==> src/rtl/core/cbts_pkg.sv <==
package cbts_pkg;

    // Field widths of one item and one result
    localparam int CLK_W    = 27;
    localparam int CODE_W   = 3;
    localparam int PRESC_W  = 10;
    localparam int PH1_W    = 5;
    localparam int PH2_W    = 2;
    localparam int JW_W     = 2;

    // Configuration port
    localparam int CFG_IDX_W  = 1;
    localparam int CFG_DATA_W = 17;
    localparam int TOL_W      = 17;
    localparam int PCT_W      = 7;

    localparam logic [CFG_IDX_W-1:0] CFG_TOLERANCE    = 1'b0;
    localparam logic [CFG_IDX_W-1:0] CFG_SAMPLE_POINT = 1'b1;

    localparam logic [TOL_W-1:0] TOL_RESET = 17'd10000;
    localparam logic [PCT_W-1:0] PCT_RESET = 7'd85;

    // Bitrate targets and derived bounds fit in 21 bits (target + tolerance)
    localparam int KW = 21;

    // Segment sum counter and phase arithmetic
    localparam int SEG_W   = 5;
    localparam int PROD_W  = 12;
    localparam int RECIP_W = 13;
    localparam int QPROD_W = PROD_W + RECIP_W;
    localparam logic [RECIP_W-1:0] RECIP_100   = 13'd5243;
    localparam int                 RECIP_SHIFT = 19;
    localparam logic [SEG_W-1:0]   SEG_FIRST   = 5'd3;
    localparam logic [6:0]         ROUND_LIMIT = 7'd50;

    localparam logic [JW_W-1:0] JW_EXACT  = 2'd1;
    localparam logic [JW_W-1:0] JW_APPROX = 2'd3;
    localparam logic [JW_W-1:0] JW_NONE   = 2'd0;

    typedef enum logic [CODE_W-1:0] {
        SPEED_1M   = 3'd0,
        SPEED_500K = 3'd1,
        SPEED_250K = 3'd2,
        SPEED_125K = 3'd3
    } t_speed;

    typedef enum logic [1:0] {
        ST_EXACT   = 2'd0,
        ST_APPROX  = 2'd1,
        ST_NONE    = 2'd2,
        ST_INVALID = 2'd3
    } t_status;

    typedef struct packed {
        logic [CLK_W-1:0]  clock_hz;
        logic [CODE_W-1:0] speed_code;
    } t_item;

    typedef struct packed {
        t_status            status;
        logic [PRESC_W-1:0] prescaler_code;
        logic [PH1_W-1:0]   phase1_code;
        logic [PH2_W-1:0]   phase2_code;
        logic [JW_W-1:0]    jump_width_code;
    } t_result;

    // Controller to datapath
    typedef struct packed {
        logic load;
        logic setup;
        logic prep;
        logic next_s;
        logic next_p;
        logic ph_mul;
        logic ph_div;
        logic ph_fin;
        logic set_invalid;
        logic set_none;
        logic pass;
    } t_cmd;

    // Datapath to controller
    typedef struct packed {
        logic code_valid;
        logic hit;
        logic row_end;
        logic p_last;
    } t_stat;

    function automatic logic [KW-1:0] target_hz(input logic [CODE_W-1:0] code);
        logic [KW-1:0] t;
        unique case (code)
            SPEED_1M:   t = 21'd1000000;
            SPEED_500K: t = 21'd500000;
            SPEED_250K: t = 21'd250000;
            SPEED_125K: t = 21'd125000;
            default:    t = '0;
        endcase
        return t;
    endfunction

    function automatic logic speed_valid(input logic [CODE_W-1:0] code);
        return (code == SPEED_1M) || (code == SPEED_500K) ||
               (code == SPEED_250K) || (code == SPEED_125K);
    endfunction

endpackage

==> src/rtl/core/cbts_ctrl.sv <==
module cbts_ctrl (
    input  logic           i_clk,
    input  logic           i_rst_n,
    input  logic           i_start,
    input  cbts_pkg::t_stat i_stat,
    output cbts_pkg::t_cmd  o_cmd,
    output logic           o_busy,
    output logic           o_done
);

    typedef enum logic [7:0] {
        S_IDLE   = 8'b0000_0001,
        S_SETUP  = 8'b0000_0010,
        S_PREP   = 8'b0000_0100,
        S_SCAN   = 8'b0000_1000,
        S_PH_MUL = 8'b0001_0000,
        S_PH_DIV = 8'b0010_0000,
        S_PH_FIN = 8'b0100_0000,
        S_DONE   = 8'b1000_0000
    } t_state;

    t_state r_state, n_state;
    logic   r_pass, n_pass;

    always_ff @(posedge i_clk) begin
        if (!i_rst_n) begin
            r_state <= S_IDLE;
            r_pass  <= 1'b0;
        end else begin
            r_state <= n_state;
            r_pass  <= n_pass;
        end
    end

    always_comb begin
        n_state = r_state;
        n_pass  = r_pass;
        o_cmd   = '0;
        o_cmd.pass = r_pass;
        unique case (r_state)
            S_IDLE: begin
                if (i_start) begin
                    o_cmd.load = 1'b1;
                    n_state    = S_SETUP;
                end
            end
            S_SETUP: begin
                if (i_stat.code_valid) begin
                    o_cmd.setup = 1'b1;
                    n_pass      = 1'b0;
                    n_state     = S_PREP;
                end else begin
                    o_cmd.set_invalid = 1'b1;
                    n_state           = S_DONE;
                end
            end
            S_PREP: begin
                o_cmd.prep = 1'b1;
                n_state    = S_SCAN;
            end
            S_SCAN: begin
                priority if (i_stat.hit) begin
                    n_state = S_PH_MUL;
                end else if (i_stat.row_end && i_stat.p_last) begin
                    if (!r_pass) begin
                        n_pass  = 1'b1;
                        n_state = S_PREP;
                    end else begin
                        o_cmd.set_none = 1'b1;
                        n_state        = S_DONE;
                    end
                end else if (i_stat.row_end) begin
                    o_cmd.next_p = 1'b1;
                end else begin
                    o_cmd.next_s = 1'b1;
                end
            end
            S_PH_MUL: begin
                o_cmd.ph_mul = 1'b1;
                n_state      = S_PH_DIV;
            end
            S_PH_DIV: begin
                o_cmd.ph_div = 1'b1;
                n_state      = S_PH_FIN;
            end
            S_PH_FIN: begin
                o_cmd.ph_fin = 1'b1;
                n_state      = S_DONE;
            end
            S_DONE: begin
                n_state = S_IDLE;
            end
            default: begin
                n_state = S_IDLE;
            end
        endcase
    end

    assign o_busy = (r_state != S_IDLE);
    assign o_done = (r_state == S_DONE);

endmodule

==> src/rtl/core/cbts_datapath.sv <==
module cbts_datapath #(
    parameter int PRESCALER_LIMIT = 1024,
    parameter int SEGMENT_LIMIT   = 20
) (
    input  logic                                i_clk,
    input  logic                                i_rst_n,
    input  logic                                i_cfg_we,
    input  logic [cbts_pkg::CFG_IDX_W-1:0]      i_cfg_index,
    input  logic [cbts_pkg::CFG_DATA_W-1:0]     i_cfg_data,
    input  cbts_pkg::t_item                     i_item,
    input  cbts_pkg::t_cmd                      i_cmd,
    output cbts_pkg::t_stat                     o_stat,
    output cbts_pkg::t_result                   o_result
);

    localparam int DIV_MAX = PRESCALER_LIMIT * (SEGMENT_LIMIT + 2);
    localparam int DIV_W   = $clog2(DIV_MAX + 1);
    localparam int ACC_A   = cbts_pkg::KW + DIV_W;
    localparam int ACC_W   = (ACC_A > cbts_pkg::CLK_W + 1) ? ACC_A : cbts_pkg::CLK_W + 1;
    localparam int P_W     = $clog2(PRESCALER_LIMIT);
    localparam int NK      = 3;
    localparam int K_T     = 0;   // target
    localparam int K_H     = 1;   // target + tolerance
    localparam int K_L     = 2;   // target - tolerance + 1

    // Configuration registers
    logic [cbts_pkg::TOL_W-1:0] r_tol;
    logic [cbts_pkg::PCT_W-1:0] r_pct;

    always_ff @(posedge i_clk) begin
        if (!i_rst_n) begin
            r_tol <= cbts_pkg::TOL_RESET;
            r_pct <= cbts_pkg::PCT_RESET;
        end else if (i_cfg_we) begin
            unique case (i_cfg_index)
                cbts_pkg::CFG_TOLERANCE:    r_tol <= i_cfg_data;
                cbts_pkg::CFG_SAMPLE_POINT: r_pct <= i_cfg_data[cbts_pkg::PCT_W-1:0];
                default: ;
            endcase
        end
    end

    logic [cbts_pkg::CLK_W-1:0]  r_clk;
    logic [cbts_pkg::CODE_W-1:0] r_code;
    logic [cbts_pkg::KW-1:0]     r_k [NK];
    logic                        r_lo_always;
    logic [ACC_W-1:0]            r_step [NK];
    logic [ACC_W-1:0]            r_six  [NK];
    logic [ACC_W-1:0]            r_row  [NK];
    logic [ACC_W-1:0]            r_acc  [NK];
    logic [P_W-1:0]              r_p;
    logic [cbts_pkg::SEG_W-1:0]  r_s;
    logic [cbts_pkg::PROD_W-1:0] r_prod;
    logic [cbts_pkg::PH1_W-1:0]  r_quot;
    cbts_pkg::t_result           r_result;

    // Bounds for the current speed code
    logic [cbts_pkg::KW-1:0] tgt;
    logic [cbts_pkg::KW-1:0] tol_ext;
    logic                    lo_always;

    assign tgt       = cbts_pkg::target_hz(r_code);
    assign tol_ext   = cbts_pkg::KW'(r_tol);
    assign lo_always = (tol_ext > tgt);

    logic [ACC_W-1:0] six_k [NK];
    logic [ACC_W-1:0] k_ext [NK];

    always_comb begin
        for (int i = 0; i < NK; i++) begin
            k_ext[i] = ACC_W'(r_k[i]);
            six_k[i] = (k_ext[i] << 2) + (k_ext[i] << 1);
        end
    end

    always_ff @(posedge i_clk) begin
        if (i_cmd.load) begin
            r_clk  <= i_item.clock_hz;
            r_code <= i_item.speed_code;
        end
        if (i_cmd.setup) begin
            r_k[K_T]    <= tgt;
            r_k[K_H]    <= tgt + tol_ext;
            r_k[K_L]    <= lo_always ? '0 : tgt - tol_ext + cbts_pkg::KW'(1);
            r_lo_always <= lo_always;
        end
        for (int i = 0; i < NK; i++) begin
            if (i_cmd.prep) begin
                r_step[i] <= k_ext[i];
                r_six[i]  <= six_k[i];
                r_row[i]  <= six_k[i];
                r_acc[i]  <= six_k[i];
            end else if (i_cmd.next_p) begin
                r_step[i] <= r_step[i] + k_ext[i];
                r_row[i]  <= r_row[i] + r_six[i];
                r_acc[i]  <= r_row[i] + r_six[i];
            end else if (i_cmd.next_s) begin
                r_acc[i]  <= r_acc[i] + r_step[i];
            end
        end
        if (i_cmd.prep) begin
            r_p <= '0;
            r_s <= cbts_pkg::SEG_FIRST;
        end else if (i_cmd.next_p) begin
            r_p <= r_p + P_W'(1);
            r_s <= cbts_pkg::SEG_FIRST;
        end else if (i_cmd.next_s) begin
            r_s <= r_s + cbts_pkg::SEG_W'(1);
        end
    end

    // Candidate tests, all on clk against K * divider
    logic [ACC_W-1:0] clk_ext;
    logic             below_t;
    logic             hit_exact;
    logic             hit_approx;

    assign clk_ext    = ACC_W'(r_clk);
    assign below_t    = (clk_ext < r_acc[K_T]);
    assign hit_exact  = (clk_ext == r_acc[K_T]);
    assign hit_approx = (clk_ext < r_acc[K_H]) && (r_lo_always || (clk_ext >= r_acc[K_L]));

    assign o_stat.code_valid = cbts_pkg::speed_valid(r_code);
    assign o_stat.hit        = i_cmd.pass ? hit_approx : hit_exact;
    assign o_stat.row_end    = below_t || (r_s == cbts_pkg::SEG_W'(SEGMENT_LIMIT - 1));
    assign o_stat.p_last     = (r_p == P_W'(PRESCALER_LIMIT - 1));

    // Phase split: s * percent / 100 through a reciprocal
    logic [cbts_pkg::QPROD_W-1:0] qprod;
    logic [cbts_pkg::PROD_W-1:0]  quot_x100;
    logic [cbts_pkg::PROD_W-1:0]  rem_full;
    logic [6:0]                   rem;
    logic [cbts_pkg::PH1_W:0]     ph1_raw;
    logic [cbts_pkg::PH1_W:0]     ph1_clamp;
    logic [cbts_pkg::SEG_W-1:0]   ph2_raw;
    logic [cbts_pkg::PH1_W-1:0]   ph1_out;
    logic [cbts_pkg::PH2_W-1:0]   ph2_out;

    assign qprod     = cbts_pkg::QPROD_W'(r_prod) * cbts_pkg::QPROD_W'(cbts_pkg::RECIP_100);
    assign quot_x100 = (cbts_pkg::PROD_W'(r_quot) << 6) + (cbts_pkg::PROD_W'(r_quot) << 5)
                     + (cbts_pkg::PROD_W'(r_quot) << 2);
    assign rem_full  = r_prod - quot_x100;
    assign rem       = rem_full[6:0];
    assign ph1_raw   = {1'b0, r_quot} + ((rem > cbts_pkg::ROUND_LIMIT) ? 6'd1 : 6'd0);
    assign ph1_clamp = (ph1_raw > {1'b0, r_s}) ? {1'b0, r_s} : ph1_raw;
    assign ph2_raw   = r_s - ph1_clamp[cbts_pkg::PH1_W-1:0];
    assign ph1_out   = ph1_clamp[cbts_pkg::PH1_W] ? '1 : ph1_clamp[cbts_pkg::PH1_W-1:0];
    assign ph2_out   = (ph2_raw > cbts_pkg::SEG_W'(3)) ? '1 : ph2_raw[cbts_pkg::PH2_W-1:0];

    always_ff @(posedge i_clk) begin
        if (i_cmd.ph_mul) begin
            r_prod <= cbts_pkg::PROD_W'(r_s) * cbts_pkg::PROD_W'(r_pct);
        end
        if (i_cmd.ph_div) begin
            r_quot <= qprod[cbts_pkg::RECIP_SHIFT +: cbts_pkg::PH1_W];
        end
        priority if (i_cmd.ph_fin) begin
            r_result.status          <= i_cmd.pass ? cbts_pkg::ST_APPROX : cbts_pkg::ST_EXACT;
            r_result.prescaler_code  <= cbts_pkg::PRESC_W'(r_p);
            r_result.phase1_code     <= ph1_out;
            r_result.phase2_code     <= ph2_out;
            r_result.jump_width_code <= i_cmd.pass ? cbts_pkg::JW_APPROX : cbts_pkg::JW_EXACT;
        end else if (i_cmd.set_invalid) begin
            r_result <= '{status: cbts_pkg::ST_INVALID, default: '0};
        end else if (i_cmd.set_none) begin
            r_result <= '{status: cbts_pkg::ST_NONE, default: '0};
        end
    end

    assign o_result = r_result;

endmodule

==> src/rtl/core/can_bit_timing_search_unit.sv <==
// CAN bit timing search. Pulse start with busy low to hand in one item (clock
// frequency and speed code); busy stays high until the result has been shown.
// The result appears on o_result for exactly one cycle with o_result_strobe
// high; it cannot be stalled, so capture it on that cycle. After the accepting
// edge, busy stays high through SETUP and the result on an invalid speed code.
// Otherwise it stays high through the set-up states SETUP and PREP, the scan
// of divider candidates, a further PREP if the exact pass fails, and then the
// phase split (PH_MUL, PH_DIV, PH_FIN) and result, or only the result when no
// divider exists. The next item is taken on the first cycle with busy low. The
// candidate scan walks one (prescaler, segment) pair per cycle; each prescaler
// row stops as soon as the bitrate drops below target, so the cost is set by
// where the first match lies. Configuration writes land at once and must be
// made while busy is low.
module can_bit_timing_search_unit #(
    parameter int PRESCALER_LIMIT = 1024,
    parameter int SEGMENT_LIMIT   = 20
) (
    input  logic                            i_clk,
    input  logic                            i_rst_n,
    // configuration write port
    input  logic                            i_cfg_we,
    input  logic [cbts_pkg::CFG_IDX_W-1:0]  i_cfg_index,
    input  logic [cbts_pkg::CFG_DATA_W-1:0] i_cfg_data,
    // item command
    input  logic                            start,
    output logic                            busy,
    input  cbts_pkg::t_item                 i_item,
    // result
    output logic                            o_result_strobe,
    output cbts_pkg::t_result               o_result
);

    cbts_pkg::t_cmd  cmd;
    cbts_pkg::t_stat stat;

    // Sequence set-up, candidate scan, phase split and result strobe
    cbts_ctrl u_ctrl (
        .i_clk   (i_clk),
        .i_rst_n (i_rst_n),
        .i_start (start),
        .i_stat  (stat),
        .o_cmd   (cmd),
        .o_busy  (busy),
        .o_done  (o_result_strobe)
    );

    // Hold the item, step the divider accumulators, build the result
    cbts_datapath #(
        .PRESCALER_LIMIT (PRESCALER_LIMIT),
        .SEGMENT_LIMIT   (SEGMENT_LIMIT)
    ) u_datapath (
        .i_clk       (i_clk),
        .i_rst_n     (i_rst_n),
        .i_cfg_we    (i_cfg_we),
        .i_cfg_index (i_cfg_index),
        .i_cfg_data  (i_cfg_data),
        .i_item      (i_item),
        .i_cmd       (cmd),
        .o_stat      (stat),
        .o_result    (o_result)
    );

endmodule
==> config.mk <==
export PLATFORM = sky130hd
export DESIGN_NAME = can_bit_timing_search_unit
export DESIGN_NICKNAME = d
export VERILOG_FILES = /design/src/rtl/core/cbts_pkg.sv /design/src/rtl/core/cbts_ctrl.sv /design/src/rtl/core/cbts_datapath.sv /design/src/rtl/core/can_bit_timing_search_unit.sv
export SDC_FILE = /design/constraint.sdc
export NUM_CORES = 2
export LEC_CHECK = 0
export ABC_AREA = 0
export ABC_CLOCK_PERIOD_IN_PS = 9300
export BUFFER_PORTS_ARGS = -buffer_cell sky130_fd_sc_hd__buf_2
export CORE_UTILIZATION = 39
export CTS_CLUSTER_SIZE = 8
export DETAILED_ROUTE_END_ITERATION = 12
export GPL_ROUTABILITY_DRIVEN = 0
export HOLD_SLACK_MARGIN = 0.1
export PLACE_DENSITY = 0.66
export RECOVER_POWER = 25
export SLEW_MARGIN = 20
export SYNTH_ARGS = -nofsm -noshare
export SYNTH_HDL_FRONTEND = slang
export SYNTH_SLANG_ARGS = --single-unit
==> constraint.sdc <==
create_clock -name i_clk -period 9.3 [get_ports i_clk]
set_input_delay 0.465 -clock i_clk [delete_from_list [all_inputs] [get_ports i_clk]]
set_output_delay 0.465 -clock i_clk [all_outputs]
set_load 0.02 [all_outputs]
==> summary.md <==
| Metric | Value |
|---|---|
| Status | finished with violations |
| Failing checks | max-capacitance violations, max-slew violations |
| Placed Cells | 5786 |
| Hold WS | 0.118 ns |
| # clock sinks | 555 |
| #FFs+latches synth | 555 |
| # port buffers | 74 |
| Req. time, crit path | 9.80 ns |
| Post-synth cell types | 89 |
| Maximum number of pins on one net before global-route repair | 124 |
| WL final | 113 mm |
| Htree depth | 3 |
| Area occupied by multi-input gates | 25000 µm² |
| Non-filler cells in the finished layout | 5949 |
| Max-Cap Viols | 4 |
| Pins Over Slew Limit | 168 |
| R2R depth | 6 |
| Avg Cell Area, Syn | 9.82 µm² |
| # setup viols final | 0 |
| Unrepaired setup endpoints after global routing | false |
| Initial antenna violation count | 3 |
| Hold Crit Start | i_cfg_data[14] |
| Clk slew on worst S/H paths | 0.05 ns |
| Crit path time final | 6.19 ns |
| Grt ovf | 0 |
| Antenna diodes | 0 |
| Hold path depth | 3 |
| Placed Area | 44900 µm² |
| Critical R2R Launch | u_ctrl.r_state[0] |
| CP max stage cell | clkbuf_1 |
| Top FF cell, synth | edfxtp_1 |
| Drt first pass iters | 5 |
| CTS tree | done |
| Die Area | 111000 µm² |
| Worst Skew | 0.0255 ns |
| Worst Tran Pin Value | 4.70 ns |
| Via density | 5.50 |
| Routed length per placed instance | 19.0 µm |
| DRT antenna net count | 0 |
| Worst Setup SP | u_ctrl.r_state[0] |
| Fraction of layout cells with a size suffix above 1 | 5.09% |
| Setup TNS | 0 ns |
| CP startpoint kind | register |
| Setup Crit Path Kind | reg2reg |
| First-pass GRT wire length | 177 mm |
| Die width | 333 µm |
| I/O pin total | 75 |
| Vias in the first global route | 31900 |
| Cell row count | 121 |
| Nature of the critical path endpoint | register |
| Share of the yosys chip area belonging to registers | 37.8% |
| Max VDD drop | 122 µV |
| Clock buffer count from CTS | 80 |
| Area Overhead vs Synth | 10.9% |
| Total Routing Usage GR | 20.1% |
| First DRT Iteration DRCs | 2431 |
| WP data arrival | 6.69 ns |
| DRC Markers | 0 |
| Final Cycle Share | 66.5% |
| Longest Clk Path Bufs | 3 |
| Min-Delay Path Class | in2reg |
| Critical path cell sequence | nor2_1 > nand3_1 > nor3b_1 > clkbuf_1 > o41ai_1 > o21bai_1 |
| HPWL Detailed | 84.1 mm |
| Final hold violation count | 0 |
| DR vias | 32700 |
| Starting density of the core | 39.3% |
| Die H | 333 µm |
| P_leak | 0.0197 µW |
| Post-synth EDFFs | 507 |
| Largest fanout on the critical path | 66 |
| Mapped cell area | 42800 µm² |
| Clk root buf | clkbuf_16 |
| Post-Syn Nets | 5021 |
| Syn Inst Count | 4358 |
| Worst skew pair latency | 0.64 ns |
| Setup bufs post-CTS | 0 |
| Total of warnings raised by yosys | 0 |
| NumNets Final | 5162 |
| Register area | 16200 µm² |
| Asr flop ratio synth | 0% |
| Fin area | 47500 µm² |
| Pwr dens | 126 nW/µm² |
| CP peak stage delay | 3.36 ns |
| Core area | 109000 µm² |
| Fmax | 162 MHz |
| Max-slew headroom | -213% |
| Fillers | 10400 |
==> final cells by class <==
type	instances	share of cell area (%)
Sequential cell	555	34.1
Tap cell	1414	3.73
Clock inverter	8	0.185
Multi-Input combinational cell	3369	52.7
Clock buffer	110	4.50
Timing Repair Buffer	142	1.95
Inverter	351	2.79
==> logic make-up (layout without fill, tap and decap cells) <==
family / after synthesis / after routing / share of synthesized area, %
AOI/OAI and AO/OA: 1125 / 1125 / 16.8
xor gates and xnor gates: 354 / 354 / 7.25
adders and majority gates: 611 / 611 / 19.1
buffers and inverters: 434 / 611 / 3.91
DFF: 555 / 555 / 37.8
muxes: 65 / 65 / 1.73
and+or+nand+nor: 1214 / 1214 / 13.4
==> power by group <==
group | switching, µW | internal [µW]
Sequential | 39.5 | 2760
Clock | 1110 | 1580
Combinational | 299 | 213
Total | 1450 | 4550
==> cells in the final DEF (no fill, tap or decap), types with 133 or more instances in the layout <==
| cell type | instances |
|---|---|
| a21o_1 | 133 |
| a21oi_1 | 297 |
| edfxtp_1 | 507 |
| ha_1 | 538 |
| inv_1 | 349 |
| nand2_1 | 390 |
| nor2_1 | 316 |
| o21ai_0 | 272 |
| xnor2_1 | 219 |
| xor2_1 | 135 |
==> final timing paths <==
| path | endpoint | slack (ns) |
|---|---|---|
| setup / recovery | u_ctrl.r_state[0] | 3.11 |
| hold / removal | u_datapath.r_tol[14] | 0.12 |
| setup reg to reg | u_ctrl.r_state[0] | 3.11 |
| hold reg to reg | u_datapath.r_tol[3] | 0.49 |
==> timing repair <==
item / CTS / global route
gates resized for setup: 0 / 0
endpoints found under the hold margin: 50 / 0
hold buffers: 45 / 0
==> through the flow <==
step	utilization, %	power [µW]	setup WS [ns]
final	43.6	6000	3.11
after global routing	43.6	6210	2.70
after CTS	43.7	6070	3.74
after detailed placement	41.2	3340	3.76
after global placement	41.2	3330	3.88
after floorplan	-	3180	1.84
==> state kept, by name (all words and copies together) (netlist names), 7 cells and up <==
signal,flops
u_datapath.r_step,105
u_datapath.r_tol,17
u_datapath.r_p,10
u_datapath.r_k,53
u_datapath.r_acc,108
u_ctrl.r_state,8
u_datapath.o_result,21
u_datapath.r_clk,27
u_datapath.r_prod,12
u_datapath.r_row,107
u_datapath.r_pct,7
u_datapath.r_six,65
==> routing by layer <==
metal	up-vias	global-route usage, %	routed length [µm]
met5	-	0	12
met1	15600	27.4	51800
met2	792	32.6	51100
met4	2	8.03	4190
met3	196	2.23	5880
li1	16100	-	-
==> worst max-delay path, delay by kind of cell, from the launching register on <==
family / cells / cell delay [ns]
AOI/OAI and AO/OA: 2 / 0.85
buffers and inverters: 1 / 3.36
and+or+nand+nor: 3 / 1.53
DFF: 1 / 0.32
==> Yosys cell counts, drive strengths merged, types with 12 or more instances <==
cell    number  area share [%]
inv        350             3.1
nor2       318             2.8
o21bai      37            0.65
dfxtp       48             2.2
or3         42            0.61
nor3b       12            0.21
nor3        69            0.81
and2        54            0.79
edfxtp     507              36
a21boi      25            0.44
mux2i       12            0.28
nand3       93             1.1
a211o       12            0.25
nor4        13            0.19
o211ai      24            0.42
mux2        53             1.4
o41ai       12            0.26
and3        38            0.56
ha         538              16
a21o       133             2.3
o21a        68             1.2
nand2b      49            0.72
o21ai      279             3.3
fa          73             3.4
nor2b       50            0.73
xor2       135             2.8
o22ai       28            0.41
nand4       36            0.53
a31oi       32            0.47
a21oi      301             3.6
nand2      391             3.4
o31ai       23            0.40
buf         28            0.35
or2         15            0.22
a211oi      48            0.84
clkbuf      55            0.49
xnor2      219             4.5
No activity file was read; power rests on OpenSTA's default activity.
